## src/design/sms_pkg.sv

```systemverilog
`timescale 1ns / 1ps
// ----------------------------------------------------------------------------
// sms_pkg
// shared widths, types and sequencer states of the min/max/mean block
// ----------------------------------------------------------------------------
package sms_pkg;

    localparam int MAX_RECORDS = 8192;
    localparam int VALUE_BITS  = 27;

    localparam int IDX_BITS  = $clog2(MAX_RECORDS);
    localparam int CNT_BITS  = $clog2(MAX_RECORDS + 1);
    localparam int SUM_BITS  = VALUE_BITS + IDX_BITS;
    localparam int ITER_BITS = $clog2(SUM_BITS + 1);

    localparam int IN_TDATA_BITS  = ((VALUE_BITS + 7) / 8) * 8;
    localparam int OUT_PAYLOAD    = 2 * IDX_BITS + VALUE_BITS;
    localparam int OUT_TDATA_BITS = ((OUT_PAYLOAD + 7) / 8) * 8;

    // figures of one finished stream, handed from tracker to sequencer
    typedef struct packed {
        logic [IDX_BITS-1:0] min_idx;
        logic [IDX_BITS-1:0] max_idx;
        logic [SUM_BITS-1:0] total;
        logic [CNT_BITS-1:0] count;
    } stats_sum_t;

    typedef enum logic [0:0] {
        ST_ACCUM  = 1'b0,
        ST_DIVIDE = 1'b1
    } seq_state_t;

endpackage

```

## src/design/stream_min_max_mean.sv

```systemverilog
`timescale 1ns / 1ps
// ----------------------------------------------------------------------------
// stream_min_max_mean
// running min/max positions and truncated mean over a stream of samples
// ----------------------------------------------------------------------------
//
//  channel  | direction | contents
//  ---------+-----------+------------------------------------------------------
//  s_axis   | in        | tdata: value (27 bits); tlast: is_last
//  m_axis   | out       | tdata: min_index (13), max_index (13), mean_value (27)
//
//  each sample request is compared and accumulated in the tracker as it is taken
//  the last request of a stream starts the serial divider, which runs its SUM_BITS (40)
//  iterations through one subtractor and then moves the mean to the
//  output register; s_axis_tready is low for that span
//  the output register frees the input side: a result may wait for m_axis
//  while the next stream is accumulated; a new division holds its result
//  until the output register is free
//  reset clears all stream figures and drops m_axis_tvalid; no clearing pass
//  a stream longer than MAX_RECORDS keeps only its first MAX_RECORDS samples
//
module stream_min_max_mean
    import sms_pkg::*;
(
    input  logic                      clk,
    input  logic                      rst_n,
    input  logic                      s_axis_tvalid,
    output logic                      s_axis_tready,
    input  logic [IN_TDATA_BITS-1:0]  s_axis_tdata,   // [26:0] value
    input  logic                      s_axis_tlast,   // is_last
    output logic                      m_axis_tvalid,
    input  logic                      m_axis_tready,
    output logic [OUT_TDATA_BITS-1:0] m_axis_tdata    // min_index, max_index, mean_value
);

    seq_state_t            state_reg, state_next;
    stats_sum_t            summary;
    logic                  in_fire;
    logic                  div_start;
    logic                  div_busy;
    logic [VALUE_BITS-1:0] quotient;
    logic                  out_free;
    logic                  load_out;

    logic [IDX_BITS-1:0]       min_idx_reg;
    logic [IDX_BITS-1:0]       max_idx_reg;
    logic                      out_valid_reg;
    logic [OUT_TDATA_BITS-1:0] out_data_reg;

    assign in_fire   = s_axis_tvalid && s_axis_tready;
    assign div_start = in_fire && s_axis_tlast;
    assign out_free  = !out_valid_reg || m_axis_tready;

    // running figures of the current stream
    sms_stats u_stats
    (
        .clk          (clk),
        .rst_n        (rst_n),
        .sample_fire  (in_fire),
        .sample_value (s_axis_tdata[VALUE_BITS-1:0]),
        .sample_last  (s_axis_tlast),
        .summary      (summary)
    );

    // total / count, one bit per cycle
    sms_divider u_divider
    (
        .clk      (clk),
        .rst_n    (rst_n),
        .start    (div_start),
        .dividend (summary.total),
        .divisor  (summary.count),
        .busy     (div_busy),
        .quotient (quotient)
    );

    // sequencer: accumulate samples, then run the divide
    always_comb
    begin
        state_next    = state_reg;
        s_axis_tready = 1'b0;
        load_out      = 1'b0;
        case (state_reg)
            ST_ACCUM:
            begin
                s_axis_tready = 1'b1;
                if (div_start)
                begin
                    state_next = ST_DIVIDE;
                end
            end
            ST_DIVIDE:
            begin
                // divider is busy from the cycle after start
                if (!div_busy && out_free)
                begin
                    load_out   = 1'b1;
                    state_next = ST_ACCUM;
                end
            end
            default:
            begin
                state_next = ST_ACCUM;
            end
        endcase
    end

    always_ff @(posedge clk or negedge rst_n)
    begin
        if (!rst_n)
        begin
            state_reg <= ST_ACCUM;
        end
        else
        begin
            state_reg <= state_next;
        end
    end

    // positions of the finished stream, kept while the mean is formed
    always_ff @(posedge clk)
    begin
        if (div_start)
        begin
            min_idx_reg <= summary.min_idx;
            max_idx_reg <= summary.max_idx;
        end
    end

    // output register
    always_ff @(posedge clk or negedge rst_n)
    begin
        if (!rst_n)
        begin
            out_valid_reg <= 1'b0;
        end
        else if (load_out)
        begin
            out_valid_reg <= 1'b1;
        end
        else if (m_axis_tready)
        begin
            out_valid_reg <= 1'b0;
        end
    end

    always_ff @(posedge clk)
    begin
        if (load_out)
        begin
            out_data_reg <= OUT_TDATA_BITS'({quotient, max_idx_reg, min_idx_reg});
        end
    end

    assign m_axis_tvalid = out_valid_reg;
    assign m_axis_tdata  = out_data_reg;

endmodule

```

## src/design/sms_stats.sv

```systemverilog
`timescale 1ns / 1ps
// ----------------------------------------------------------------------------
// sms_stats
// running min/max with positions, total and count over one stream
// ----------------------------------------------------------------------------
module sms_stats
    import sms_pkg::*;
(
    input  logic                  clk,
    input  logic                  rst_n,
    input  logic                  sample_fire,
    input  logic [VALUE_BITS-1:0] sample_value,
    input  logic                  sample_last,
    output stats_sum_t            summary
);

    logic [VALUE_BITS-1:0] min_val_reg, min_val_next;
    logic [VALUE_BITS-1:0] max_val_reg, max_val_next;
    logic [IDX_BITS-1:0]   min_idx_reg, min_idx_next;
    logic [IDX_BITS-1:0]   max_idx_reg, max_idx_next;
    logic [SUM_BITS-1:0]   total_reg, total_next;
    logic [CNT_BITS-1:0]   cnt_reg, cnt_next;
    logic                  full;
    logic [IDX_BITS-1:0]   pos;

    assign full = (cnt_reg >= CNT_BITS'(MAX_RECORDS));
    assign pos  = cnt_reg[IDX_BITS-1:0];

    // values after folding in the current sample
    always_comb
    begin
        min_val_next = min_val_reg;
        max_val_next = max_val_reg;
        min_idx_next = min_idx_reg;
        max_idx_next = max_idx_reg;
        total_next   = total_reg;
        cnt_next     = cnt_reg;
        if (!full)
        begin
            if (cnt_reg == '0)
            begin
                min_val_next = sample_value;
                max_val_next = sample_value;
                min_idx_next = '0;
                max_idx_next = '0;
            end
            else
            begin
                if (sample_value < min_val_reg)
                begin
                    min_val_next = sample_value;
                    min_idx_next = pos;
                end
                if (sample_value > max_val_reg)
                begin
                    max_val_next = sample_value;
                    max_idx_next = pos;
                end
            end
            total_next = total_reg + SUM_BITS'(sample_value);
            cnt_next   = cnt_reg + 1'b1;
        end
    end

    assign summary.min_idx = min_idx_next;
    assign summary.max_idx = max_idx_next;
    assign summary.total   = total_next;
    assign summary.count   = cnt_next;

    always_ff @(posedge clk or negedge rst_n)
    begin
        if (!rst_n)
        begin
            min_val_reg <= '0;
            max_val_reg <= '0;
            min_idx_reg <= '0;
            max_idx_reg <= '0;
            total_reg   <= '0;
            cnt_reg     <= '0;
        end
        else if (sample_fire)
        begin
            if (sample_last)
            begin
                // stream done, start over
                min_val_reg <= '0;
                max_val_reg <= '0;
                min_idx_reg <= '0;
                max_idx_reg <= '0;
                total_reg   <= '0;
                cnt_reg     <= '0;
            end
            else
            begin
                min_val_reg <= min_val_next;
                max_val_reg <= max_val_next;
                min_idx_reg <= min_idx_next;
                max_idx_reg <= max_idx_next;
                total_reg   <= total_next;
                cnt_reg     <= cnt_next;
            end
        end
    end

endmodule

```

## src/design/sms_divider.sv

```systemverilog
`timescale 1ns / 1ps
// ----------------------------------------------------------------------------
// sms_divider
// restoring divider, one quotient bit per cycle through one subtractor
// ----------------------------------------------------------------------------
module sms_divider
    import sms_pkg::*;
(
    input  logic                  clk,
    input  logic                  rst_n,
    input  logic                  start,
    input  logic [SUM_BITS-1:0]   dividend,
    input  logic [CNT_BITS-1:0]   divisor,
    output logic                  busy,
    output logic [VALUE_BITS-1:0] quotient
);

    logic [CNT_BITS-1:0]  rem_reg, rem_next;
    logic [SUM_BITS-1:0]  quo_reg, quo_next;
    logic [CNT_BITS-1:0]  div_reg;
    logic [ITER_BITS-1:0] iter_reg;
    logic                 busy_reg;
    logic [CNT_BITS:0]    shifted;
    logic [CNT_BITS:0]    diff;
    logic                 fits;

    always_comb
    begin
        shifted  = {rem_reg, quo_reg[SUM_BITS-1]};
        diff     = shifted - {1'b0, div_reg};
        fits     = (shifted >= {1'b0, div_reg});
        rem_next = fits ? diff[CNT_BITS-1:0] : shifted[CNT_BITS-1:0];
        quo_next = {quo_reg[SUM_BITS-2:0], fits};
    end

    always_ff @(posedge clk or negedge rst_n)
    begin
        if (!rst_n)
        begin
            busy_reg <= 1'b0;
            iter_reg <= '0;
        end
        else if (start)
        begin
            busy_reg <= 1'b1;
            iter_reg <= ITER_BITS'(SUM_BITS);
        end
        else if (busy_reg)
        begin
            iter_reg <= iter_reg - 1'b1;
            if (iter_reg == ITER_BITS'(1))
            begin
                busy_reg <= 1'b0;
            end
        end
    end

    always_ff @(posedge clk)
    begin
        if (start)
        begin
            rem_reg <= '0;
            quo_reg <= dividend;
            div_reg <= divisor;
        end
        else if (busy_reg)
        begin
            rem_reg <= rem_next;
            quo_reg <= quo_next;
        end
    end

    assign busy     = busy_reg;
    assign quotient = quo_reg[VALUE_BITS-1:0];

endmodule
```

## config.mk

```make
export PLATFORM = sky130hd
export DESIGN_NAME = stream_min_max_mean
export DESIGN_NICKNAME = d
export VERILOG_FILES = /design/src/design/sms_pkg.sv /design/src/design/stream_min_max_mean.sv /design/src/design/sms_stats.sv /design/src/design/sms_divider.sv
export SDC_FILE = /design/constraint.sdc
export NUM_CORES = 1
export LEC_CHECK = 0
export BUFFER_PORTS_ARGS = -buffer_cell sky130_fd_sc_hd__clkbuf_2
export CELL_PAD_IN_SITES_DETAIL_PLACEMENT = 1
export CELL_PAD_IN_SITES_GLOBAL_PLACEMENT = 1
export CORE_MARGIN = 3
export CORE_UTILIZATION = 49
export DETAILED_ROUTE_END_ITERATION = 12
export PLACE_DENSITY_LB_ADDON = 0.08
export SYNTH_ARGS = -nofsm -noshare
export SYNTH_HDL_FRONTEND = slang
export SYNTH_SLANG_ARGS = --single-unit
```

## constraint.sdc

```tcl
create_clock -name clk -period 6.8 [get_ports clk]
set_input_delay 0.68 -clock clk [delete_from_list [all_inputs] [get_ports clk]]
set_output_delay 0.68 -clock clk [all_outputs]
set_load 0.02 [all_outputs]
```

==> results.sh <==
export IMPL_core_um2=32620
export IMPL_cts_resized=0
export IMPL_path_clk_slew_ps=60
export IMPL_synth_adder_area_share=0.07789
export IMPL_fin_ws_ps=3172
export IMPL_gp_congestion=0.8412
export IMPL_fp_row_count=66
export IMPL_finalCritPeriodShare=0.5335
export IMPL_syn_area_um2=16260
export IMPL_htreeDepth=2
export IMPL_synth_common_cells="dfrtp_1, nand2_1, edfxtp_1, inv_1, nor2_1"
export IMPL_cts_tree="built"
export IMPL_rsz0062_at_grt="false"
export IMPL_drtIter0Drc=738
export IMPL_period_minus_slack_ps=3628
export IMPL_synth_ff_type="dfrtp_1"
export IMPL_fillers=3612
export IMPL_yosysMostFrequentCell="dfrtp_1"
export IMPL_cts_root_buf="clkbuf_16"
export IMPL_p_per_area_nw_per_um2=445.8
export IMPL_avgSynthCellArea_um2=10.10
export IMPL_max_freq_ghz=0.2756
export IMPL_synthCells=1610
export IMPL_postRouteAntennaNets=0
export IMPL_ys_types=78
export IMPL_finalInstanceArea_um2=17980
export IMPL_grt_usage=0.2452
export IMPL_cts_made_buffers=34
export IMPL_synth_simple_area_share=0.1359
export IMPL_post_place_cells=2046
export IMPL_vias=12520
export IMPL_use_met2=0.4393
export IMPL_rrSetupSlack_ps=3170
export IMPL_drc=0
export IMPL_use_met3=0.02860
export IMPL_dp_hpwl_mm=28.88
export IMPL_wl_per_cell_um=20.75
export IMPL_first_pass_iters=5
export IMPL_async_reset_ff_frac=0.4931
export IMPL_synth_top_family_by_area="compound AO/OA/AOI/OAI gates"
export IMPL_ff2ff_path_depth=11
export IMPL_synth_top_area_cell="edfxtp_1"
export IMPL_worst_pin_slew_ps=1216
export IMPL_final_cells=2106
export IMPL_yosysTopAreaCellShare=0.2457
export IMPL_cts_setup_buffers=0
export IMPL_reg2reg_to="min_idx_reg[12]"
export IMPL_grt_pass1_wl_mm=70.08
export IMPL_holdWs_ps=216.3
export IMPL_hold_viol_final=0
export IMPL_crit_start="u_stats.min_val_reg[1]"
export IMPL_place_worst_setup_slack_ps=2736
export IMPL_viasPerCell=5.943
export IMPL_status="complete, no violations"
export IMPL_synth_compound_area_frac=0.1899
export IMPL_grt_pass1_vias=13020
export IMPL_largest_reg_flops=53
export IMPL_numPortBuffers=86
export IMPL_holdCritPathClass="input pin to asynchronous set/reset pin"
export IMPL_die_w_um=188.1
export IMPL_crit_arrival_ps=4010
export IMPL_synth_area_leaders="edfxtp_1, dfrtp_1, ha_1"
export IMPL_ys_ff_latch=290
export IMPL_cp_endpoint="min_idx_reg[12]"
export IMPL_maxCapViolations=0
export IMPL_synth_edf_count=133
export IMPL_busiest_layer="met2"
export IMPL_syn_to_final_growth_pct=10.61
export IMPL_die_area_um2=35400
export IMPL_postPlaceCellArea_um2=16960
export IMPL_cts_buffer_depth=3
export IMPL_boundaryPins=95
export IMPL_yosysSeqAreaShare=0.4831
export IMPL_nNetsFinal=1777
export IMPL_worstSkewPairLatency_ps=520
export IMPL_synthMuxAreaShare=0.02848
export IMPL_worst_setup_path_end_kind="flop"
export IMPL_globalRouteMet1Util=0.3151
export IMPL_clock_skew_ps=17.17
export IMPL_critical_path_required_ps=7180
export IMPL_fin_tns_setup_ps=0
export IMPL_layout_drive_gt1_share=0.1064
export IMPL_wl_mm=43.69
export IMPL_synth_xor_area_frac=0.03179
export IMPL_path_max_fanout=53
export IMPL_timing_rr_start="u_stats.min_val_reg[1]"
export IMPL_ir_worst_vdd_uv=203.8
export IMPL_p_leak_nw=7.988
export IMPL_finish_utilization=0.5512
export IMPL_drv_slew=0
export IMPL_start_kind="flop"
export IMPL_grt_ovfl_total=0
export IMPL_postCtsHoldBufs=0
export IMPL_antenna_found_initial=1
export IMPL_setup_viol_count_final=0
export IMPL_start_util=0.4984
export IMPL_die_h_um=188.1
export IMPL_clock_sinks=290
export IMPL_ys_warn_count=0
export IMPL_critPathKind="flop to flop"
export IMPL_slew_headroom=0.1893
export IMPL_power_mw=8.016
export IMPL_grt_max_degree=87
-- kinds of logic (layout without fill, tap and decap cells) --
family,after synthesis,in the layout
compound gates,433,433
xor+xnor,59,59
flops,290,290
buf+inv,221,272
fa+ha+maj,100,100
other cells,1,4
mux,46,46
simple gates,460,460
-- worst min-delay path by stage --
stage | start | to | slack (ps)
CTS | rst_n | u_divider.iter_reg[3] | 270
global route | rst_n | u_divider.iter_reg[3] | 300
floorplan | rst_n | m_axis_tvalid | 380
global placement | min_idx_reg[8] | m_axis_tdata[8] | 400
finish | rst_n | u_divider.iter_reg[3] | 220
detailed placement | max_idx_reg[6] | m_axis_tdata[19] | 410
-- layout by cell type, fill, tap and decap left out, types with 29 or more instances in the layout --
master     instances
a21oi_1           62
xnor2_1           30
inv_1            105
a22o_1            54
dfrtp_1          142
o21ai_0           76
nor2_1           100
xor2_1            29
clkbuf_16         34
nor3_1            43
a21o_1            36
clkbuf_2          85
nor2b_1           29
nand3_1           47
ha_1              98
mux2i_1           44
nand2_1          139
edfxtp_1         133
-- final cells by class --
class | count | area (µm²) | area share
clock inverter | 15 | 118.9 | 0.006611
tap | 442 | 553.0 | 0.03076
sequential | 290 | 7854 | 0.4368
inverter | 109 | 409.1 | 0.02275
timing repair buffer | 104 | 571.8 | 0.03180
clock buffer | 44 | 898.4 | 0.04996
antenna | 1 | 2.502 | 0.0001392
multi-input combinational | 1101 | 7574 | 0.4212
-- critical path, stage by stage, from the launching register on --
cell and delay (ps):
dfrtp_1 350, inv_1 60, ha_1 260, a21boi_1 150
o21a_1 120, o2111ai_1 100, a211o_1 300, a41o_1 300
a21oi_2 160, buf_4 350, or2_2 990, a22o_1 300
-- routing by layer --
metal  vias to the layer above  wire [µm]
met4                         0       1079
met1                      6333      19290
met3                        64       1285
li1                       5926          -
met2                       192      22040
met5                         -          0
-- where the power goes --
group / total [mW] / leakage [nW] / switching (mW) / internal [mW]
logic: 3.40 / 4.26 / 2.08 / 1.32
clock network: 1.70 / 0.493 / 0.724 / 0.975
registers: 2.92 / 3.23 / 0.396 / 2.52
total: 8.02 / 7.99 / 3.20 / 4.82
(Power assumes the default switching activity.)
